File: config.mk
export PLATFORM = sky130hd
export DESIGN_NAME = audio_compressor_gain_envelope
export DESIGN_NICKNAME = d
export VERILOG_FILES = /design/src/acge_pkg.sv /design/src/acge_cfg.sv /design/src/acge_front.sv /design/src/acge_fifo.sv /design/src/acge_back.sv /design/src/audio_compressor_gain_envelope.sv
export SDC_FILE = /design/constraint.sdc
export NUM_CORES = 2
export LEC_CHECK = 0
export BUFFER_PORTS_ARGS = -buffer_cell sky130_fd_sc_hd__buf_2
export CAP_MARGIN = 20
export CELL_PAD_IN_SITES_DETAIL_PLACEMENT = 1
export CELL_PAD_IN_SITES_GLOBAL_PLACEMENT = 1
export CORE_UTILIZATION = 45
export DETAILED_ROUTE_END_ITERATION = 10
export HOLD_SLACK_MARGIN = 0.15
export PLACE_DENSITY_LB_ADDON = 0.25
export SYNTH_ARGS = -nofsm -noshare
export SYNTH_HDL_FRONTEND = slang
export SYNTH_SLANG_ARGS = --single-unit
File: constraint.sdc
create_clock -name aclk -period 8 [get_ports aclk]
set_clock_uncertainty 0.1 [all_clocks]
set_input_delay 0 -clock aclk [delete_from_list [all_inputs] [get_ports aclk]]
set_output_delay 0 -clock aclk [all_outputs]
set_load 0.005 [all_outputs]
File: src/acge_pkg.sv
`timescale 1ns / 1ps

package acge_pkg;

    // Fixed-point gain constants, Q1.23
    localparam int unsigned GAIN_W = 24;
    localparam logic [GAIN_W-1:0] UNITY_GAIN = 24'h800000;
    localparam logic [GAIN_W-1:0] GAIN_MAX   = 24'hFFFFFF;

    localparam int unsigned SAMPLE_W = 32;
    localparam int unsigned TICK_W   = 16;
    localparam int unsigned FRAC_W   = 23;
    localparam int unsigned PROD_W   = SAMPLE_W + GAIN_W;

    // Configuration register map
    localparam int unsigned CFG_IDX_W = 3;
    localparam logic [CFG_IDX_W-1:0] REG_THRESHOLD     = 3'd0;
    localparam logic [CFG_IDX_W-1:0] REG_REDUCED_GAIN  = 3'd1;
    localparam logic [CFG_IDX_W-1:0] REG_ATTACK_TICKS  = 3'd2;
    localparam logic [CFG_IDX_W-1:0] REG_RELEASE_TICKS = 3'd3;
    localparam logic [CFG_IDX_W-1:0] REG_HOLD_TICKS    = 3'd4;
    localparam logic [CFG_IDX_W-1:0] REG_ATTACK_STEP   = 3'd5;
    localparam logic [CFG_IDX_W-1:0] REG_RELEASE_STEP  = 3'd6;

    // Reset values of the configuration registers
    localparam logic [31:0]       RST_THRESHOLD     = 32'd214748365;
    localparam logic [GAIN_W-1:0] RST_REDUCED_GAIN  = 24'd4194304;
    localparam logic [TICK_W-1:0] RST_ATTACK_TICKS  = 16'd3000;
    localparam logic [TICK_W-1:0] RST_RELEASE_TICKS = 16'd2000;
    localparam logic [TICK_W-1:0] RST_HOLD_TICKS    = 16'd1000;
    localparam logic [GAIN_W-1:0] RST_ATTACK_STEP   = 24'd1398;
    localparam logic [GAIN_W-1:0] RST_RELEASE_STEP  = 24'd2097;

    // Request queue between front and back
    localparam int unsigned Q_DEPTH = 2;
    localparam int unsigned Q_PTR_W = 1;
    localparam int unsigned Q_CNT_W = 2;

    typedef struct packed {
        logic [31:0]       threshold;
        logic [GAIN_W-1:0] reduced_gain;
        logic [TICK_W-1:0] attack_ticks;
        logic [TICK_W-1:0] release_ticks;
        logic [TICK_W-1:0] hold_ticks;
        logic [GAIN_W-1:0] attack_step;
        logic [GAIN_W-1:0] release_step;
    } cfg_t;

    // Classified request: sign, magnitude and threshold outcome
    typedef struct packed {
        logic                neg;
        logic [SAMPLE_W-1:0] mag;
        logic                above;
        logic                below;
    } item_t;

    typedef enum logic [3:0] {
        ST_IDLE    = 4'b0001,
        ST_ATTACK  = 4'b0010,
        ST_HOLD    = 4'b0100,
        ST_RELEASE = 4'b1000
    } env_state_t;

endpackage

File: src/acge_cfg.sv
`timescale 1ns / 1ps

module acge_cfg (
    input  logic                            aclk,
    input  logic                            aresetn,
    input  logic                            cfg_valid,
    output logic                            cfg_ready,
    input  logic [acge_pkg::CFG_IDX_W-1:0]  cfg_index,
    input  logic [31:0]                     cfg_data,
    output acge_pkg::cfg_t                  cfg
);
    import acge_pkg::*;

    cfg_t cfg_reg;

    assign cfg_ready = 1'b1;
    assign cfg      = cfg_reg;

    // Register file, writes masked to register width, unknown index ignored
    always_ff @(posedge aclk) begin
        if (!aresetn) begin
            cfg_reg.threshold     <= RST_THRESHOLD;
            cfg_reg.reduced_gain  <= RST_REDUCED_GAIN;
            cfg_reg.attack_ticks  <= RST_ATTACK_TICKS;
            cfg_reg.release_ticks <= RST_RELEASE_TICKS;
            cfg_reg.hold_ticks    <= RST_HOLD_TICKS;
            cfg_reg.attack_step   <= RST_ATTACK_STEP;
            cfg_reg.release_step  <= RST_RELEASE_STEP;
        end else if (cfg_valid) begin
            case (cfg_index)
                REG_THRESHOLD:     cfg_reg.threshold     <= cfg_data;
                REG_REDUCED_GAIN:  cfg_reg.reduced_gain  <= cfg_data[GAIN_W-1:0];
                REG_ATTACK_TICKS:  cfg_reg.attack_ticks  <= cfg_data[TICK_W-1:0];
                REG_RELEASE_TICKS: cfg_reg.release_ticks <= cfg_data[TICK_W-1:0];
                REG_HOLD_TICKS:    cfg_reg.hold_ticks    <= cfg_data[TICK_W-1:0];
                REG_ATTACK_STEP:   cfg_reg.attack_step   <= cfg_data[GAIN_W-1:0];
                REG_RELEASE_STEP:  cfg_reg.release_step  <= cfg_data[GAIN_W-1:0];
                default: ;
            endcase
        end
    end

endmodule

File: src/acge_front.sv
`timescale 1ns / 1ps

module acge_front (
    input  logic [acge_pkg::SAMPLE_W-1:0] sample_in,
    input  logic [31:0]                   threshold,
    output acge_pkg::item_t               item
);
    import acge_pkg::*;

    logic                neg;
    logic [SAMPLE_W-1:0] mag;

    // Magnitude; the most negative sample wraps to exactly 2^31 unsigned
    assign neg = sample_in[SAMPLE_W-1];
    assign mag = neg ? (~sample_in + 32'd1) : sample_in;

    // Classify against the threshold
    assign item.neg   = neg;
    assign item.mag   = mag;
    assign item.above = (mag > threshold);
    assign item.below = (mag < threshold);

endmodule

File: src/acge_fifo.sv
`timescale 1ns / 1ps

module acge_fifo (
    input  logic            aclk,
    input  logic            aresetn,
    input  logic            in_valid,
    output logic            in_ready,
    input  acge_pkg::item_t in_item,
    output logic            out_valid,
    input  logic            out_ready,
    output acge_pkg::item_t out_item
);
    import acge_pkg::*;

    item_t              entry_reg [Q_DEPTH];
    logic [Q_PTR_W-1:0] wr_ptr_reg;
    logic [Q_PTR_W-1:0] rd_ptr_reg;
    logic [Q_CNT_W-1:0] count_reg;
    logic               push;
    logic               pop;

    assign in_ready  = (count_reg != Q_CNT_W'(Q_DEPTH));
    assign out_valid = (count_reg != '0);
    assign out_item  = entry_reg[rd_ptr_reg];
    assign push      = in_valid && in_ready;
    assign pop       = out_valid && out_ready;

    // Storage
    always_ff @(posedge aclk) begin
        if (push) begin
            entry_reg[wr_ptr_reg] <= in_item;
        end
    end

    // Pointers and fill count
    always_ff @(posedge aclk) begin
        if (!aresetn) begin
            wr_ptr_reg <= '0;
            rd_ptr_reg <= '0;
            count_reg  <= '0;
        end else begin
            if (push) begin
                wr_ptr_reg <= wr_ptr_reg + 1'b1;
            end
            if (pop) begin
                rd_ptr_reg <= rd_ptr_reg + 1'b1;
            end
            if (push && !pop) begin
                count_reg <= count_reg + 1'b1;
            end else if (pop && !push) begin
                count_reg <= count_reg - 1'b1;
            end
        end
    end

`ifndef SYNTHESIS
    a_count_bound: assert property (@(posedge aclk) disable iff (!aresetn)
        count_reg <= Q_CNT_W'(Q_DEPTH))
        else $error("request queue over capacity");

    a_ptr_gap: assert property (@(posedge aclk) disable iff (!aresetn)
        (count_reg == '0 || count_reg == Q_CNT_W'(Q_DEPTH)) |-> (wr_ptr_reg == rd_ptr_reg))
        else $error("request queue pointers out of step with count");

    a_pop_filled: assert property (@(posedge aclk) disable iff (!aresetn)
        pop |-> (count_reg != '0))
        else $error("request queue popped while empty");
`endif

endmodule

File: src/acge_back.sv
`timescale 1ns / 1ps

module acge_back (
    input  logic                          aclk,
    input  logic                          aresetn,
    input  acge_pkg::cfg_t                cfg,
    input  logic                          q_valid,
    output logic                          q_ready,
    input  acge_pkg::item_t               item,
    output logic                          m_valid,
    input  logic                          m_ready,
    output logic [acge_pkg::SAMPLE_W-1:0] m_sample_out,
    output logic [acge_pkg::GAIN_W-1:0]   m_gain_now
);
    import acge_pkg::*;

    env_state_t        mode_reg, mode_next, mode_mid;
    logic [TICK_W-1:0] cnt_reg, cnt_next, cnt_mid;
    logic [GAIN_W-1:0] gain_reg, gain_next;
    logic [GAIN_W:0]   rel_sum;

    logic                p1_valid_reg;
    logic                p1_neg_reg;
    logic [SAMPLE_W-1:0] p1_mag_reg;
    logic [GAIN_W-1:0]   p1_gain_reg;

    logic                p2_valid_reg;
    logic                p2_neg_reg;
    logic [PROD_W-1:0]   p2_prod_reg;
    logic [GAIN_W-1:0]   p2_gain_reg;

    logic                m_valid_reg;
    logic [SAMPLE_W-1:0] m_sample_reg;
    logic [GAIN_W-1:0]   m_gain_reg;

    logic                adv;
    logic                pop;
    logic [SAMPLE_W:0]   q_shift;
    logic [SAMPLE_W-1:0] sat_out;

    // Whole back pipeline moves together when the output slot frees up
    assign adv     = !m_valid_reg || m_ready;
    assign q_ready = adv;
    assign pop     = q_valid && adv;

    // Envelope: threshold events first, then one step of the ramp
    always_comb begin
        mode_mid = mode_reg;
        cnt_mid  = cnt_reg;
        if (item.above) begin
            if (gain_reg >= cfg.reduced_gain &&
                (mode_reg == ST_IDLE || mode_reg == ST_RELEASE)) begin
                mode_mid = ST_ATTACK;
                cnt_mid  = cfg.attack_ticks;
            end
            if (mode_mid == ST_HOLD) begin
                cnt_mid = cfg.hold_ticks;
            end
        end
        if (item.below && gain_reg <= UNITY_GAIN &&
            cnt_mid == '0 && mode_mid == ST_HOLD) begin
            mode_mid = ST_RELEASE;
            cnt_mid  = cfg.release_ticks;
        end

        mode_next = mode_mid;
        cnt_next  = cnt_mid;
        gain_next = gain_reg;
        rel_sum   = {1'b0, gain_reg} + {1'b0, cfg.release_step};
        case (mode_mid)
            ST_ATTACK: begin
                if (cnt_mid != '0 && gain_reg > cfg.reduced_gain) begin
                    gain_next = (gain_reg > cfg.attack_step) ?
                                (gain_reg - cfg.attack_step) : '0;
                    cnt_next  = cnt_mid - 1'b1;
                end else begin
                    mode_next = ST_HOLD;
                    cnt_next  = cfg.hold_ticks;
                end
            end
            ST_HOLD: begin
                if (cnt_mid != '0) begin
                    cnt_next = cnt_mid - 1'b1;
                end else begin
                    mode_next = ST_RELEASE;
                    cnt_next  = cfg.release_ticks;
                end
            end
            ST_RELEASE: begin
                if (cnt_mid != '0 && gain_reg < UNITY_GAIN) begin
                    cnt_next  = cnt_mid - 1'b1;
                    gain_next = rel_sum[GAIN_W] ? GAIN_MAX : rel_sum[GAIN_W-1:0];
                end else begin
                    mode_next = ST_IDLE;
                end
            end
            default: begin
                // idle only lifts a gain that sits below unity
                if (gain_reg < UNITY_GAIN) begin
                    gain_next = UNITY_GAIN;
                end
            end
        endcase
    end

    // Envelope state, advanced once per popped request
    always_ff @(posedge aclk) begin
        if (!aresetn) begin
            mode_reg <= ST_IDLE;
            cnt_reg  <= '0;
            gain_reg <= UNITY_GAIN;
        end else if (pop) begin
            mode_reg <= mode_next;
            cnt_reg  <= cnt_next;
            gain_reg <= gain_next;
        end
    end

    // Pipeline valid bits
    always_ff @(posedge aclk) begin
        if (!aresetn) begin
            p1_valid_reg <= 1'b0;
            p2_valid_reg <= 1'b0;
            m_valid_reg  <= 1'b0;
        end else if (adv) begin
            p1_valid_reg <= pop;
            p2_valid_reg <= p1_valid_reg;
            m_valid_reg  <= p2_valid_reg;
        end
    end

    // Stage 1: sample with its updated gain
    always_ff @(posedge aclk) begin
        if (adv) begin
            p1_neg_reg  <= item.neg;
            p1_mag_reg  <= item.mag;
            p1_gain_reg <= gain_next;
        end
    end

    // Stage 2: unsigned magnitude times gain
    always_ff @(posedge aclk) begin
        if (adv) begin
            p2_neg_reg  <= p1_neg_reg;
            p2_gain_reg <= p1_gain_reg;
            p2_prod_reg <= PROD_W'(p1_mag_reg) * PROD_W'(p1_gain_reg);
        end
    end

    // Stage 3: drop fraction (toward zero), saturate, restore sign
    assign q_shift = p2_prod_reg[PROD_W-1:FRAC_W];

    always_comb begin
        if (p2_neg_reg) begin
            sat_out = (q_shift > 33'h080000000) ? 32'h80000000
                                                : (~q_shift[SAMPLE_W-1:0] + 32'd1);
        end else begin
            sat_out = (q_shift > 33'h07FFFFFFF) ? 32'h7FFFFFFF : q_shift[SAMPLE_W-1:0];
        end
    end

    always_ff @(posedge aclk) begin
        if (adv) begin
            m_sample_reg <= sat_out;
            m_gain_reg   <= p2_gain_reg;
        end
    end

    assign m_valid      = m_valid_reg;
    assign m_sample_out = m_sample_reg;
    assign m_gain_now   = m_gain_reg;

`ifndef SYNTHESIS
    a_stall_holds_env: assert property (@(posedge aclk) disable iff (!aresetn)
        (m_valid_reg && !m_ready) |=> ($stable(gain_reg) && $stable(cnt_reg)
                                       && $stable(m_sample_reg)))
        else $error("envelope or result moved during output stall");

    a_pipe_flow: assert property (@(posedge aclk) disable iff (!aresetn)
        (p2_valid_reg && adv) |=> m_valid_reg)
        else $error("request lost between multiply and output stage");

    a_gain_tracks: assert property (@(posedge aclk) disable iff (!aresetn)
        pop |=> (p1_valid_reg && p1_gain_reg == gain_reg))
        else $error("stage 1 gain differs from envelope gain");
`endif

endmodule

File: src/audio_compressor_gain_envelope.sv
`timescale 1ns / 1ps
// Channel   | Ports                                  | Direction
// ----------+----------------------------------------+----------
// sample in | s_valid s_ready s_sample_in            | in
// result    | m_valid m_ready m_sample_out m_gain_now| out
// config    | cfg_valid cfg_ready cfg_index cfg_data | in
//
// One request per cycle sustained while the output is not stalled; the envelope
// update (gain step and tick countdown) is a single registered loop in the back end.
// After a sample is accepted, its result passes in order through the queue,
// envelope/gain, multiply and saturate-to-output registers.
// Reset (aresetn low, synchronous): envelope idle at unity gain, registers
// to defaults, queue empty. Config writes are always ready.
// An output stall freezes the back end; the two-entry queue keeps s_ready up
// until it fills.

module audio_compressor_gain_envelope (
    input  logic                            aclk,
    input  logic                            aresetn,
    input  logic                            cfg_valid,
    output logic                            cfg_ready,
    input  logic [acge_pkg::CFG_IDX_W-1:0]  cfg_index,
    input  logic [31:0]                     cfg_data,
    input  logic                            s_valid,
    output logic                            s_ready,
    input  logic signed [acge_pkg::SAMPLE_W-1:0] s_sample_in,
    output logic                            m_valid,
    input  logic                            m_ready,
    output logic signed [acge_pkg::SAMPLE_W-1:0] m_sample_out,
    output logic [acge_pkg::GAIN_W-1:0]     m_gain_now
);
    import acge_pkg::*;

    cfg_t                cfg;
    item_t               front_item;
    item_t               q_item;
    logic                q_valid;
    logic                q_ready;
    logic [SAMPLE_W-1:0] sample_out;

    acge_cfg u_cfg (
        .aclk      (aclk),
        .aresetn   (aresetn),
        .cfg_valid (cfg_valid),
        .cfg_ready (cfg_ready),
        .cfg_index (cfg_index),
        .cfg_data  (cfg_data),
        .cfg       (cfg)
    );

    acge_front u_front (
        .sample_in (s_sample_in),
        .threshold (cfg.threshold),
        .item      (front_item)
    );

    acge_fifo u_fifo (
        .aclk      (aclk),
        .aresetn   (aresetn),
        .in_valid  (s_valid),
        .in_ready  (s_ready),
        .in_item   (front_item),
        .out_valid (q_valid),
        .out_ready (q_ready),
        .out_item  (q_item)
    );

    acge_back u_back (
        .aclk         (aclk),
        .aresetn      (aresetn),
        .cfg          (cfg),
        .q_valid      (q_valid),
        .q_ready      (q_ready),
        .item         (q_item),
        .m_valid      (m_valid),
        .m_ready      (m_ready),
        .m_sample_out (sample_out),
        .m_gain_now   (m_gain_now)
    );

    assign m_sample_out = sample_out;

endmodule
==> flow_summary.yaml <==
placement:
  gp_congestion: 0.9569
  place_inst: 6378
  hpwl_mm: 115.9
  placement.io_buffers: 129
final_layout:
  drive_gt1_share_pct: 10.17
  final_common_cell: "nand2_1"
  regArea_um2: 11320
  multi_input_area_um2: 30680
  syn2layout_area_growth_pct: 14.84
  largest_register_ffs: 152
  final_nets: 6272
  num-fill-cells: 11430
  layout.cells.non_filler: 6658
  layout_common_cells: "nand2_1 (931), inv_1 (815), fa_1 (653), ha_1 (280), and2_1 (266)"
global_routing:
  grtUsageTotal_pct: 30.51
  grt_pass1_wl_mm: 239.9
  gr-total-overflow: 0
  grt_pass1_vias: 40480
  grt_max_degree: 67
  antenna_found_initial: 5
logic_synthesis:
  syn_area_um2: 45700
  synth_fp_nets: 5983
  ys_ff_latch: 445
  synth_edf_count: 241
  ys_seq_area_share_pct: 24.77
  yosys.cell_types.count: 83
  syn_avg_cell_area_um2: 9.205
  synth_async_sr_flop_share_pct: 0
  netlist_instances: 4965
  yosys_warnings: 0
  synth_top_flop_cell: "edfxtp_1"
drt:
  wl_per_cell_um: 23.49
  drt_iter0_markers: 2614
  num_vias: 37610
  ant_nets: 0
  dr.pass1.iters: 5
  drt-total-wl_mm: 156.4
  viasPerCell: 5.649
  drc: 0
timing:
  slew_headroom_pct: 30.08
  finalHoldViolations: 0
  worst_slew_pin_slew_ps: 1046
  setup_viol: 0
  post-route-period-util_pct: 97.68
  finalMaxSlewViolations: 0
  whs_ps: 184.4
  fmax_mhz: 128.0
  min_period_ps: 7815
worst_setup_path:
  startpoint_type: "flip-flop"
  cpPeakStageDelay_ps: 550
  arrival_ps: 8080
  critPathBufInv: 9
  critPathMaxFanout: 5
  critPathTopFamily: "adder cells"
  crit_path_end_kind: "flip-flop"
  crit_required_ps: 8260
  path_class: "reg2reg"
  crit_path_frequent_cell: "fa_1"
  crit_slowest_cell: "fa_1"
cts:
  cts_tree: "yes"
  numCtsBuffers: 53
  cts-htree-levels: 2
  cts.clk_slew.worst_paths_ps: 60
  cts_root_buffer: "clkbuf_16"
  clock-sinks: 445
  clk_path_buf_depth: 3
  clk_latency_ps: 690
outcome:
  status: "completed"
job:
  cap_violations: 0
worst_hold_path:
  hold_path_class: "in2reg"
floorplanning:
  die-area_um2: 102800
  die_w_um: 320.7
  num_rows: 116
  coreArea_um2: 100300
  die_h_um: 320.7
  start_util_pct: 45.57
  io_pins: 131
## worst reg2reg max path, delay by kind of cell, from the launching register on
kind                       cells  cell delay [ps]
AOI/OAI and AO/OA             10             1900
xor gates and xnor gates       1              140
adders and majority gates      8             3820
buffers and inverters          9              960
DFF                            1              440
and+or+nand+nor                2              200
## timing repair
action	4_1_cts	5_1_grt
endpoints found under the setup margin	12	11
gates resized for setup	9	69
pin swaps	2	38
endpoints found under the hold margin	274	0
setup buffers	5	45
hold buffers	127	0
gates cloned	0	0
## routing by layer
metal  global-route usage (%)  part of all wire (%)
met1                    39.83                    41
met2                    50.93                    48
met3                    4.433                   6.4
met4                    12.10                   4.4
met5                        0                 0.016
## cell families after synthesis
| logic type | after synthesis | synth area share [%] |
|---|---|---|
| AOI/OAI and AO/OA | 725 | 10.18 |
| xor gates and xnor gates | 106 | 2.031 |
| adders and majority gates | 946 | 36.72 |
| buffers and inverters | 1061 | 8.750 |
| DFF | 445 | 24.77 |
| muxes | 39 | 0.9500 |
| other | 1 | 0.008205 |
| and+or+nand+nor | 1642 | 16.59 |
## synth_stat cells, types with 24 or more instances
library cell / number / area share [%]
a21o_1: 45 / 0.74
a21oi_1: 239 / 2.6
a31oi_1: 27 / 0.37
and2_1: 266 / 3.6
clkbuf_1: 224 / 1.8
dfxtp_1: 204 / 8.9
edfxtp_1: 241 / 16
fa_1: 659 / 29
ha_1: 287 / 7.9
inv_1: 821 / 6.7
mux2_2: 35 / 0.86
nand2_1: 933 / 7.7
nand3_1: 70 / 0.77
nand4_1: 29 / 0.40
nor2_1: 124 / 1.0
nor3_1: 64 / 0.70
o211ai_1: 36 / 0.59
o21ai_0: 142 / 1.6
or3_1: 24 / 0.33
xnor2_1: 89 / 1.7
## worst paths after layout
path              depth (start not counted)                                to                             start  slack, ps
setup / recovery                         30  u_back.p2_prod_reg[53]$_DFFE_PN_   u_back.p1_gain_reg[9]$_DFFE_PN_        190
hold / removal                            4       u_cfg.cfg[118]$_SDFFE_PN1P_                      cfg_data[22]        180
setup reg to reg                         30  u_back.p2_prod_reg[53]$_DFFE_PN_   u_back.p1_gain_reg[9]$_DFFE_PN_        190
hold reg to reg                           0   u_back.m_gain_now[14]$_DFFE_PN_  u_back.p2_gain_reg[14]$_DFFE_PN_        320
## area by class of cell
class	instances	area share, %
multi-input combinational	3459	58.46
sequential	445	21.57
timing repair buffer	473	7.512
inverter	822	5.891
tap	1357	3.235
clock buffer	68	2.732
clock inverter	32	0.5912
antenna	2	0.009536
## per-stage QoR
step	cell area [um2]	worst slack, ps	utilization (%)	TNS, ps
after floorplan	45700	510.3	-	0
after global placement	48640	-174.6	48.50	-729.1
final	52480	185.4	52.33	0
after global routing	52480	-60.33	52.33	-167.5
after CTS	51730	33.63	51.58	0
after detailed placement	48640	-473.0	48.50	-3425
Power is left out: the tool's default activity adds up to more than one toggle a clock period on the data nets, which glitch-free logic cannot reach.
